### config.mk
export PLATFORM = sky130hd
export DESIGN_NAME = pulse_train_gate_buffer
export DESIGN_NICKNAME = d
export VERILOG_FILES = /design/src/rtl/ptgb_pkg.sv /design/src/rtl/pulse_train_gate_buffer.sv /design/src/rtl/ptgb_ring.sv /design/src/rtl/ptgb_core.sv
export SDC_FILE = /design/constraint.sdc
export NUM_CORES = 1
export LEC_CHECK = 0
export BUFFER_PORTS_ARGS = -buffer_cell sky130_fd_sc_hd__buf_2
export CAP_MARGIN = 20
export CORE_MARGIN = 1.5
export CORE_UTILIZATION = 55
export CTS_BUF_LIST = sky130_fd_sc_hd__clkbuf_8
export DETAILED_ROUTE_END_ITERATION = 10
export PLACE_DENSITY_LB_ADDON = 0.05
export SYNTH_ARGS = -nofsm -noshare
export SYNTH_HDL_FRONTEND = slang
export SYNTH_HIERARCHICAL = 1
export SYNTH_SLANG_ARGS = --single-unit
### constraint.sdc
create_clock -name clk -period 8.7 [get_ports clk]
set_clock_uncertainty 0.1 [all_clocks]
set_input_delay 1.74 -clock clk [delete_from_list [all_inputs] [get_ports clk]]
set_output_delay 1.74 -clock clk [all_outputs]
set_load 0.1 [all_outputs]
### src/rtl/ptgb_pkg.sv
// Shared types and constants for the pulse train gate buffer.
// Used by the ring, the core and the top level; depends on nothing else.
package ptgb_pkg;

  localparam int PULSE_W = 16;
  localparam int COUNT_W = 8;
  localparam int TRAIN_W = 7;
  localparam int CFG_IDX_W = 2;

  localparam logic [COUNT_W-1:0] COUNT_MAX = '1;
  localparam logic [PULSE_W-1:0] CUT_SHORT_LIMIT = 16'd65533;
  localparam logic [PULSE_W-1:0] CUT_SHORT_ADD = 16'd2;

  // operation codes
  localparam logic OP_RECV = 1'b0;
  localparam logic OP_SEND = 1'b1;

  // action codes
  localparam logic [1:0] ACT_NONE = 2'd0;
  localparam logic [1:0] ACT_TOGGLE = 2'd1;
  localparam logic [1:0] ACT_KEEP = 2'd2;

  // configuration register indexes
  localparam logic [CFG_IDX_W-1:0] CFG_MIN_PULSE = 2'd0;
  localparam logic [CFG_IDX_W-1:0] CFG_FOOTER = 2'd1;
  localparam logic [CFG_IDX_W-1:0] CFG_MIN_TRAIN = 2'd2;
  localparam logic [CFG_IDX_W-1:0] CFG_IDLE = 2'd3;

  // reset values of the configuration registers
  localparam logic [PULSE_W-1:0] MIN_PULSE_RST = 16'd15;
  localparam logic [PULSE_W-1:0] FOOTER_RST = 16'd510;
  localparam logic [TRAIN_W-1:0] MIN_TRAIN_RST = 7'd22;
  localparam logic [PULSE_W-1:0] IDLE_RST = 16'd50000;

  typedef struct packed {
    logic [PULSE_W-1:0] min_pulse_len;
    logic [PULSE_W-1:0] footer_len;
    logic [TRAIN_W-1:0] min_train_len;
    logic [PULSE_W-1:0] idle_len;
  } cfg_t;

  typedef struct packed {
    logic               operation;
    logic [PULSE_W-1:0] pulse_length;
    logic [PULSE_W-1:0] send_elapsed;
  } item_t;

  typedef struct packed {
    logic [1:0]         action;
    logic [PULSE_W-1:0] duration;
  } result_t;

endpackage

### src/rtl/pulse_train_gate_buffer.sv
// Pulse train gate buffer: received pulse lengths are filtered, stored in a
// ring and released as whole trains; send events replay them as toggles or
// fall back to an idle pulse. One item is accepted every cycle while the
// output register is free or being taken. A result passes from the input
// register into the output register, which holds it until taken. The ring
// has a single write port that takes a stored length and a registered read
// port that has the entry at the read index ready before each send event.
// No clearing pass runs after reset; ring entries never written read as
// don't-care. Configuration is written through cfg_we, cfg_index and
// cfg_data; the user must write it only while the block is idle, as the
// block itself does not enforce this.
module pulse_train_gate_buffer #(
  parameter int RING_DEPTH = 64
) (
  input  logic                         clk,
  input  logic                         rst,
  input  logic                         cfg_we,
  input  logic [ptgb_pkg::CFG_IDX_W-1:0] cfg_index,
  input  logic [ptgb_pkg::PULSE_W-1:0] cfg_data,
  input  logic                         in_valid,
  output logic                         in_ready,
  input  logic                         operation,
  input  logic [ptgb_pkg::PULSE_W-1:0] pulse_length,
  input  logic [ptgb_pkg::PULSE_W-1:0] send_elapsed,
  output logic                         out_valid,
  input  logic                         out_ready,
  output logic [1:0]                   action,
  output logic [ptgb_pkg::PULSE_W-1:0] duration
);
  import ptgb_pkg::*;

  cfg_t    cfg;
  item_t   s1_item;
  logic    s1_valid;
  logic    advance;
  result_t core_result;
  result_t out_result;

  // configuration registers
  always_ff @(posedge clk) begin
    if (rst) begin
      cfg.min_pulse_len <= MIN_PULSE_RST;
      cfg.footer_len <= FOOTER_RST;
      cfg.min_train_len <= MIN_TRAIN_RST;
      cfg.idle_len <= IDLE_RST;
    end else if (cfg_we) begin
      case (cfg_index)
        CFG_MIN_PULSE: cfg.min_pulse_len <= cfg_data;
        CFG_FOOTER:    cfg.footer_len <= cfg_data;
        CFG_MIN_TRAIN: cfg.min_train_len <= cfg_data[TRAIN_W-1:0];
        CFG_IDLE:      cfg.idle_len <= cfg_data;
        default: ;
      endcase
    end
  end

  // move the input item on when the output register is free or being taken
  assign advance = s1_valid && (!out_valid || out_ready);
  assign in_ready = !s1_valid || advance;

  // input register
  always_ff @(posedge clk) begin
    if (rst) begin
      s1_valid <= 1'b0;
    end else if (in_ready) begin
      s1_valid <= in_valid;
    end
  end

  always_ff @(posedge clk) begin
    if (in_valid && in_ready) begin
      s1_item.operation <= operation;
      s1_item.pulse_length <= pulse_length;
      s1_item.send_elapsed <= send_elapsed;
    end
  end

  ptgb_core #(
    .RING_DEPTH (RING_DEPTH)
  ) u_core (
    .clk    (clk),
    .rst    (rst),
    .cfg    (cfg),
    .fire   (advance),
    .item   (s1_item),
    .result (core_result)
  );

  // output register: hold the result until it is taken
  always_ff @(posedge clk) begin
    if (rst) begin
      out_valid <= 1'b0;
    end else if (advance) begin
      out_valid <= 1'b1;
    end else if (out_ready) begin
      out_valid <= 1'b0;
    end
  end

  always_ff @(posedge clk) begin
    if (advance) begin
      out_result <= core_result;
    end
  end

  assign action = out_result.action;
  assign duration = out_result.duration;

endmodule

### src/rtl/ptgb_ring.sv
// Ring of stored pulse lengths: one write port and one registered read port.
// The read port prefetches the entry at the next read index; depends on ptgb_pkg.
module ptgb_ring #(
  parameter int DEPTH = 64,
  parameter int IDX_W = $clog2(DEPTH)
) (
  input  logic                        clk,
  input  logic                        wr_en,
  input  logic [IDX_W-1:0]            wr_addr,
  input  logic [ptgb_pkg::PULSE_W-1:0] wr_data,
  input  logic [IDX_W-1:0]            rd_addr,
  output logic [ptgb_pkg::PULSE_W-1:0] rd_data
);
  import ptgb_pkg::*;

  logic [PULSE_W-1:0] mem [DEPTH];

  // store a length
  always_ff @(posedge clk) begin
    if (wr_en) begin
      mem[wr_addr] <= wr_data;
    end
  end

  // read the next entry; forward a write to the same entry in this cycle
  always_ff @(posedge clk) begin
    if (wr_en && (wr_addr == rd_addr)) begin
      rd_data <= wr_data;
    end else begin
      rd_data <= mem[rd_addr];
    end
  end

endmodule

### src/rtl/ptgb_core.sv
// Train gating and replay state: indexes, train counter and sleep flag.
// Computes one result per item; depends on ptgb_pkg and ptgb_ring.
module ptgb_core #(
  parameter int RING_DEPTH = 64
) (
  input  logic              clk,
  input  logic              rst,
  input  ptgb_pkg::cfg_t    cfg,
  input  logic              fire,
  input  ptgb_pkg::item_t   item,
  output ptgb_pkg::result_t result
);
  import ptgb_pkg::*;

  localparam int IDX_W = $clog2(RING_DEPTH);
  localparam logic [IDX_W-1:0] IDX_LAST = IDX_W'(RING_DEPTH - 1);

  logic [IDX_W-1:0]   write_index, write_index_next;
  logic [IDX_W-1:0]   read_index, read_index_next;
  logic [IDX_W-1:0]   train_start_index, train_start_index_next;
  logic [COUNT_W-1:0] train_count, train_count_next;
  logic               sender_asleep, sender_asleep_next;

  logic               store;
  logic               footer;
  logic               release_train;
  logic               has_entry;
  logic [IDX_W-1:0]   write_inc;
  logic [IDX_W-1:0]   read_inc;
  logic [COUNT_W-1:0] count_inc;
  logic [PULSE_W-1:0] rd_data;

  function automatic logic [IDX_W-1:0] step_index(input logic [IDX_W-1:0] i);
    step_index = (i == IDX_LAST) ? '0 : i + 1'b1;
  endfunction

  assign write_inc = step_index(write_index);
  assign read_inc = step_index(read_index);
  assign count_inc = (train_count == COUNT_MAX) ? train_count : train_count + 1'b1;
  assign store = fire && (item.operation == OP_RECV) &&
                 (item.pulse_length >= cfg.min_pulse_len);
  assign footer = item.pulse_length > cfg.footer_len;
  assign release_train = ({1'b0, train_count} + 9'd1) >= {2'b00, cfg.min_train_len};
  assign has_entry = read_index != train_start_index;

  // next state and result for the item in flight
  always_comb begin
    write_index_next = write_index;
    read_index_next = read_index;
    train_start_index_next = train_start_index;
    train_count_next = train_count;
    sender_asleep_next = sender_asleep;
    result.action = ACT_NONE;
    result.duration = '0;
    if (item.operation == OP_RECV) begin
      if (item.pulse_length >= cfg.min_pulse_len) begin
        write_index_next = write_inc;
        if (release_train) begin
          // release: wake a sleeping sender and, below the cut limit, cut its pulse short
          if (sender_asleep) begin
            sender_asleep_next = 1'b0;
            read_index_next = train_start_index;
            if (item.send_elapsed < CUT_SHORT_LIMIT) begin
              result.action = ACT_KEEP;
              result.duration = item.send_elapsed + CUT_SHORT_ADD;
            end
          end
          train_start_index_next = write_inc;
          train_count_next = footer ? '0 : count_inc;
        end else if (footer) begin
          // short train: rewind and drop it
          write_index_next = train_start_index;
          train_count_next = '0;
        end else begin
          train_count_next = count_inc;
        end
      end
    end else begin
      if (!sender_asleep) begin
        result.action = ACT_TOGGLE;
        if (has_entry) begin
          result.duration = rd_data;
          read_index_next = read_inc;
        end else begin
          result.duration = cfg.idle_len;
          sender_asleep_next = 1'b1;
        end
      end else begin
        result.action = ACT_KEEP;
        result.duration = cfg.idle_len;
      end
    end
  end

  // hold state until an item advances
  always_ff @(posedge clk) begin
    if (rst) begin
      write_index <= '0;
      read_index <= '0;
      train_start_index <= '0;
      train_count <= '0;
      sender_asleep <= 1'b0;
    end else if (fire) begin
      write_index <= write_index_next;
      read_index <= read_index_next;
      train_start_index <= train_start_index_next;
      train_count <= train_count_next;
      sender_asleep <= sender_asleep_next;
    end
  end

  // ring of lengths, prefetching at the read index of the next cycle
  ptgb_ring #(
    .DEPTH (RING_DEPTH)
  ) u_ring (
    .clk     (clk),
    .wr_en   (store),
    .wr_addr (write_index),
    .wr_data (item.pulse_length),
    .rd_addr (fire ? read_index_next : read_index),
    .rd_data (rd_data)
  );

  a_asleep_stays: assert property (@(posedge clk) disable iff (rst)
    fire && (item.operation == OP_SEND) && sender_asleep |=> sender_asleep)
    else $error("sender woke on a send event");

  a_wake_rewinds: assert property (@(posedge clk) disable iff (rst)
    store && release_train && sender_asleep
    |=> !sender_asleep && (read_index == $past(train_start_index)))
    else $error("release did not wake sender at train start");

  a_replay_advances: assert property (@(posedge clk) disable iff (rst)
    fire && (item.operation == OP_SEND) && !sender_asleep && has_entry
    |=> read_index == $past(read_inc))
    else $error("read index did not advance on replay");

  a_none_zero: assert property (@(posedge clk) disable iff (rst)
    fire && (result.action == ACT_NONE) |-> result.duration == '0)
    else $error("no-change result carries a duration");

endmodule

==> run_results.csv, run 1 <==
group,metric,value,unit
clocking,cts_hold_buf,0,
finish,drive_above_1_share,0.2385,
clocking,clockRootBuffer,"clkbuf_8",
run_status,status,"finished, final reports clean",
power,p_sw,2.465,mW
synthesis,seq_area_frac_synth,0.7225,
die,ioPinCount,76,
clocking,cts-htree-levels,4,
routing,vias,24880,
clocking,cts_buffers,183,
power,peakVddDrop,142.6,uV
synthesis,syn_area,47170,um2
placed_design,io_buffers,75,
critical_path,arrival,5.45,ns
routing,drt-initial-drc-count,2442,
synthesis,synth_ff_type,"edfxtp_1",
timing,rsz0062_at_grt,"no",
timing,fin_setup_tns,0,ns
clocking,clk_path_buf_depth,3,
global_route,grt_start_max_net_pins,113,
die,start_util,0.5549,
placed_design,dpl.hpwl,67.29,mm
timing,post-route-period-util,0.5776,
power,combPwrFrac,0.046,
routing,drc_errors,0,
timing,relSlewSlack,0.2845,
critical_path,path_max_fanout,66,
critical_path,end_kind,"flop",
clocking,post_cts_buffers,0,
synthesis,ys_warn_count,6,
power,p_clk_frac,0.393,
clocking,clk_latency,0.84,ns
power,finalPower,11.02,mW
routing,wl_per_cell,28.13,um
power,power_density,210.4,nW/um2
global_route,grt_pass1_wl,165.7,mm
die,die_h,295.9,um
synthesis,synth_edf_count,1075,
synthesis,async_reset_ff_frac,0,
synthesis,synth_cell_types,79,
routing,vias_per_cell,6.120,
synthesis,synthCells,2551,
synthesis,ys_ff_latch,1165,
timing,hold_viol,0,
run,maxCapViolCount,0,
power,p_leak,17.08,nW
finish,fin_util,0.6160,
critical_path,crit_path_start_kind,"flop",
global_route,antenna_found_initial,4,
routing,drt_first_pass_iters,5,
clocking,cts_tree,"yes",
hold_path,hold_path_class,"reg2reg",
clocking,numClockSinks,1165,
global_route,grt_usage,0.2667,
placed_design,post_dp_cell_area,48920,um2
critical_path,critical_path_required,9.13,ns
timing,min_period,5.025,ns
die,rows,107,
timing,setup_viol,0,
finish,num-nets-final,2875,
die,die_area,87530,um2
timing,maxSlewViolCount,0,
placed_design,gp_congestion,0.8415,
synthesis,syn_nets,2650,
critical_path,r2r_slack,3.67,ns
finish,stdcell_count,4065,
power,share_seq_of_total_power,0.561,
finish,fin_area,52370,um2
power,switching_share,0.2237,
placed_design,dp.cells,3733,
global_route,grt-ovfl-total,0,
global_route,grt_pass1_vias,24730,
routing,ant_nets,0,
clocking,clkTransAtPathRegs,0.06,ns
routing,wl,114.4,mm
finish,syn2layout_area_growth,11.01,%
die,core_area,85010,um2
power,p_int,8.552,mW
timing,fmaxAchievable,0.1990,GHz
clocking,cts_resized,0,
timing,worstMarginPinSlew,1.073,ns
die,die_w,295.9,um
synthesis,avgSynthCellArea,18.49,um2
critical_path,criticalPathCategory,"reg2reg",
-- cells in the final DEF (no fill, tap or decap), types with 19 or more instances in the layout --
master / synthesis / final
a22oi_1: 44 / 44
buf_4: 15 / 96
a21oi_1: 45 / 45
nor2_1: 128 / 128
o21ai_0: 27 / 27
nand3_1: 58 / 58
nor2b_1: 36 / 36
clkinv_1: 0 / 40
dfxtp_1: 90 / 86
nand2_1: 99 / 99
ha_1: 43 / 43
nand4_1: 19 / 19
edfxtp_1: 1075 / 1075
nand2b_1: 57 / 57
mux2_2: 46 / 46
inv_1: 44 / 104
buf_2: 46 / 75
mux4_2: 220 / 220
mux2i_1: 151 / 151
clkbuf_8: 0 / 194
-- worst max-delay path, cell delays in order, from the launching register on --
cell	delay (ns)
edfxtp_1	0.32
buf_4	0.64
inv_1	0.17
ha_1	0.31
nand2b_1	0.10
a211oi_1	0.07
o211ai_1	0.32
a41o_1	0.45
nand2_4	0.14
inv_1	0.08
buf_4	0.28
nor2b_1	0.29
nand3_1	0.55
nor2_1	0.65
buf_6	0.24
-- cell usage after synthesis (all sizes together) (3+ instances only) --
cell type     n  share of area
xnor2        11         0.0020
a21oi        46         0.0050
and2          9         0.0012
clkbuf       45         0.0037
o21a          3        0.00048
and3         14         0.0019
nand4        19         0.0025
mux2         46          0.011
o211ai        5        0.00080
a211o         8         0.0015
nor2b        36         0.0048
a22oi        44         0.0070
a211oi       16         0.0025
a221oi       18         0.0033
mux2i       151          0.032
buf          92          0.015
dfxtp        90          0.038
nand4b        3        0.00056
nor4          5         0.0011
a311oi        8         0.0015
a21o          5        0.00080
nand2       101         0.0084
mux4        224           0.11
nand2b       57         0.0076
inv          44         0.0035
a41oi         7         0.0017
o21ai        40         0.0042
ha           43          0.011
a22o          6         0.0011
a221o         7         0.0015
and4          5        0.00093
nand3        59         0.0065
nor2        131          0.011
nor3          8         0.0013
o22ai         3        0.00040
a31oi        15         0.0020
nand3b        4        0.00064
xor2         15         0.0028
edfxtp     1075           0.68
a32o          6         0.0013
-- per-layer routing --
metal,part of all wire,wire [um],vias to the layer above,GRT usage
li1,-,-,10760,-
met1,0.43,48960,13000,0.3868
met2,0.48,54780,963,0.4155
met3,0.070,7992,159,0.04939
met4,0.023,2626,0,0.08180
met5,0,0,-,0
-- metrics by stage --
step / setup WS [ns] / hold WS [ns]
6_report: 3.675 / 0.3546
5_1_grt: 3.436 / 0.4012
4_1_cts: 3.738 / 0.3604
3_5_place_dp: 3.191 / 0.3521
3_3_place_gp: 2.925 / 0.3544
2_1_floorplan: 3.404 / 0.3342
-- area by class of cell --
type,count,area [um2]
clock inverters,133,753.2
flip-flops and latches,1165,34100
multi-input cells,1204,12030
diodes,3,7.507
inverters,44,165.2
clock buffers,194,2670
well taps,1144,1431
fillers,6116,32650
repair buffers,178,1219
-- sequential cells by signal (all words and copies together) (netlist names), 6 cells and up, named ones only --
register                  flops
cfg                          55
duration                     16
s1_item                      33
u_core/read_index             6
u_core/train_count            8
u_core/train_start_index      6
u_core/u_ring/mem          1024
u_core/write_index            6
-- worst paths after layout --
kind / startpoint / to / cells after the start
hold / removal: s1_valid / out_valid / 2
setup reg to reg: s1_item[16] / u_core/u_ring/mem[38][3] / 14
hold reg to reg: s1_valid / out_valid / 2
setup / recovery: s1_item[16] / u_core/u_ring/mem[38][3] / 14
-- power by group through the flow --
stage	Combinational, mW	Sequential, mW	Clock [mW]
2_1_floorplan	0.268	6.35	0
3_3_place_gp	0.494	6.30	0
3_5_place_dp	0.505	6.30	0
4_1_cts	0.506	6.18	4.44
5_1_grt	0.535	6.18	4.67
6_report	0.503	6.18	4.33
-- cell families (layout without fill, tap and decap cells) --
logic type,count (synthesis),in the layout,synth area share
multiplexers,421,421,0.1503
AND/OR/NAND/NOR,461,461,0.05010
other,0,3,0
buffers and inverters,182,549,0.02278
flip-flops,1165,1165,0.7225
XOR/XNOR,26,26,0.004827
adder cells (fa/ha/maj),43,43,0.01141
AO/OA/AOI/OAI,253,253,0.03809
No activity file was read; power rests on OpenSTA's default activity.
==> run 2: changes to the inputs <==
--- a/config.mk
+++ b/config.mk
@@ -5,6 +5,7 @@
 export SDC_FILE = /design/constraint.sdc
 export NUM_CORES = 1
 export LEC_CHECK = 0
+export ABC_AREA = 1
 export BUFFER_PORTS_ARGS = -buffer_cell sky130_fd_sc_hd__buf_2
 export CAP_MARGIN = 20
 export CORE_MARGIN = 1.5
==> constraint.sdc (replaced) <==
create_clock -name clk -period 4.6 [get_ports clk]
set_clock_uncertainty 0.1 [all_clocks]
set_input_delay 0.92 -clock clk [delete_from_list [all_inputs] [get_ports clk]]
set_output_delay 0.92 -clock clk [all_outputs]
set_load 0.1 [all_outputs]
==> run_results.csv, run 2 <==
group,metric,value,unit
routing,vias,34080,
timing,maxSlewViolCount,0,
placed_design,dpl.hpwl,80.87,mm
synthesis,synth_ff_type,"edfxtp_1",
synthesis,synth_edf_count,1075,
synthesis,yosysTopAreaCellShare,0.6534,
clocking,numClockSinks,1165,
timing,relSlewSlack,0.2243,
placed_design,dp.cells,5594,
synthesis,netlist.top_cell.by_area,"edfxtp_1",
die,core_area,88650,um2
routing,wl,140.3,mm
routing,wl_per_cell,23.65,um
finish,syn2layout_area_growth,9.623,%
finish,stdcell_count,5934,
synthesis,syn_nets,4592,
finish,mostFrequentLayoutCell,"nand2_1",
synthesis,avgSynthCellArea,11.00,um2
synthesis,syn_area,49410,um2
finish,regMostFlops,"u_core/u_ring/mem",
placed_design,io_buffers,75,
die,die_area,91640,um2
global_route,grt_usage,0.3082,
power,p_leak,20.63,nW
clocking,clk_path_buf_depth,3,
synthesis,synthCells,4493,
synthesis,synth_area_leaders,"edfxtp_1 (65%), nand2_1 (12%), nand3_1 (9.5%)",
power,peakVddDrop,293.0,uV
synthesis,async_reset_ff_frac,0,
clocking,cts_buffers,186,
global_route,grt_start_max_net_pins,182,
critical_path,path_max_fanout,18,
hold_path,holdCritStartpoint,"send_elapsed[2]",
timing,fin_setup_tns,0,ns
synthesis,synth_compound_area_frac,0.01297,
routing,drt_first_pass_iters,6,
global_route,grt_pass1_wl,204.4,mm
routing,vias_per_cell,5.743,
synthesis,seq_area_frac_synth,0.6898,
clocking,post_cts_buffers,0,
synthesis,yosysMostFrequentCell,"nand2_1",
finish,n_fill_cell,7394,
critical_path,r2r_slack,1.03,ns
global_route,grt_pass1_vias,31760,
hold_path,hold_path_class,"in2reg",
critical_path,path_cells,"ha_1 > nand2_1 > nor2_1 > nand2_1 > nand2_1 > nand2_1 > nand3_2 > nand2_2 > inv_4 > nand4_1 > nor4_4",
finish,num-nets-final,4717,
finish,drive_above_1_share,0.1012,
run_status,status,"finished, final reports clean",
hold_path,holdPathStages,1,
finish,largest_register_ffs,1024,
critical_path,crit_path_start,"s1_item[23]",
hold_path,holdPathEnd,"s1_item[2]",
critical_path,max_stage_delay,0.90,ns
synthesis,synth.area.mux_share,0,
die,start_util,0.5573,
run,maxCapViolCount,0,
synthesis,ys_ff_latch,1165,
clocking,cts_tree,"yes",
timing,rsz0062_at_grt,"no",
clocking,cts_hold_buf,0,
critical_path,rr_endpoint,"u_core/u_ring/mem[48][8]",
synthesis,synth_cell_types,42,
critical_path,path_common_cell,"nand2_1",
critical_path,r2r-start,"s1_item[23]",
clocking,clk_latency,0.87,ns
clocking,cts-htree-levels,4,
finish,mostFrequentLayoutCells,"nand2_1 (1530), edfxtp_1 (1075), nand3_1 (935), inv_1 (210), clkbuf_8 (200)",
clocking,cts_resized,0,
timing,post-route-period-util,0.7752,
die,rows,109,
critical_path,criticalPathCategory,"reg2reg",
die,die_h,302.7,um
timing,fmaxAchievable,0.2804,GHz
synthesis,ys_top_cells_by_count,"nand2_1 (1530), edfxtp_1 (1075), nand3_1 (935)",
global_route,grt-ovfl-total,0,
routing,drc_errors,0,
finish,fin_util,0.6110,
timing,min_period,3.566,ns
power,power_density,431.7,nW/um2
synthesis,synth_top_family_by_area,"simple AND/OR/NAND/NOR gates",
timing,setup_viol,0,
critical_path,rr_worst_depth,11,
synthesis,yosys.area_share.simple,0.2373,
critical_path,slowest_stage,"nor4_4",
clocking,clockRootBuffer,"clkbuf_8",
synthesis,yosys.area_share.xor_xnor,0.003014,
die,ioPinCount,76,
synthesis,ys_warn_count,6,
routing,ant_nets,0,
critical_path,critical_path_required,4.97,ns
clocking,clkTransAtPathRegs,0.06,ns
timing,hold_viol,0,
finish,top_regs,"u_core/u_ring/mem x1024, cfg x55, s1_item x33",
die,die_w,302.7,um
critical_path,arrival,3.94,ns
placed_design,gp_congestion,0.9084,
critical_path,crit_path_start_kind,"flop",
critical_path,end_kind,"flop",
synthesis,synthAdderAreaFrac,0.01089,
routing,drt-initial-drc-count,4086,
global_route,antenna_found_initial,8,
timing,worstMarginPinSlew,1.164,ns
-- run 2: cell types whose count changed after synthesis, sizes merged, moves of 18 or more --
cell,change
nand2,+1439
nand3,+883
mux4,-224
mux2i,-151
buf,+133
inv,+113
nor2,+72
nand2b,-57
mux2,-46
a22oi,-44
nor2b,-36
a221oi,-18
-- run 2: worst max-delay path by stage --
stage          cells past startpoint  slack [ns]                         to
6_report                          11        1.03   u_core/u_ring/mem[48][8]
5_1_grt                           11        0.84   u_core/u_ring/mem[48][8]
4_1_cts                            9        1.02   u_core/u_ring/mem[48][8]
3_5_place_dp                       9        0.73  u_core/u_ring/mem[48][12]
3_3_place_gp                       9        0.85  u_core/u_ring/mem[48][12]
2_1_floorplan                     10        0.14   u_core/u_ring/mem[48][0]
-- run 2: logic make-up after synthesis --
logic type      Yosys count
compound gates          117
xor+xnor                 17
fa+ha+maj                43
buf+inv                 418
flops                  1165
simple gates           2733
-- run 2: per-stage QoR --
step                area [um2]  total power [mW]  setup slack (ns)  hold WS (ns)
floorplan                49540             14.42            0.1380        0.3265
global placement         50780             15.48            0.8508        0.3404
detailed placement       50780             15.51            0.7290        0.3447
CTS                      54120             23.45             1.022       0.05914
global route             54150             24.27            0.8425       0.09588
finish                   54160             23.38             1.034        0.1259
-- run 2: worst max-delay path, delay by kind of cell (launching register included) --
family / cells / cell delay [ns]
buffers and inverters: 1 / 0.27
flip-flops: 1 / 0.39
adder cells (fa/ha/maj): 1 / 0.32
AND/OR/NAND/NOR: 9 / 2.08
-- run 2: area by class of cell --
type / instances / area [um2] / area share
Timing Repair Buffer: 197 / 1436 / 0.02652
Clock buffer: 200 / 2753 / 0.05082
Multi-Input combinational cell: 2910 / 13190 / 0.2435
Sequential cell: 1165 / 34100 / 0.6295
Antenna cell: 7 / 17.52 / 0.0003234
Tap cell: 1165 / 1458 / 0.02691
Clock inverter: 132 / 588.1 / 0.01086
Inverter: 158 / 626.9 / 0.01157
-- run 2: per-layer routing --
| metal | up-vias | GRT usage | routed length (um) |
|---|---|---|---|
| met5 | - | 0 | 9 |
| met4 | 2 | 0.1235 | 5064 |
| met3 | 219 | 0.05385 | 12370 |
| met2 | 1626 | 0.4649 | 63500 |
| met1 | 16420 | 0.4474 | 59390 |
| li1 | 15820 | - | - |
-- run 2: power breakdown --
| group | internal, mW | switching (mW) |
|---|---|---|
| clock network | 3.99 | 4.02 |
| registers | 11.7 | 0.108 |
| logic | 0.873 | 2.72 |
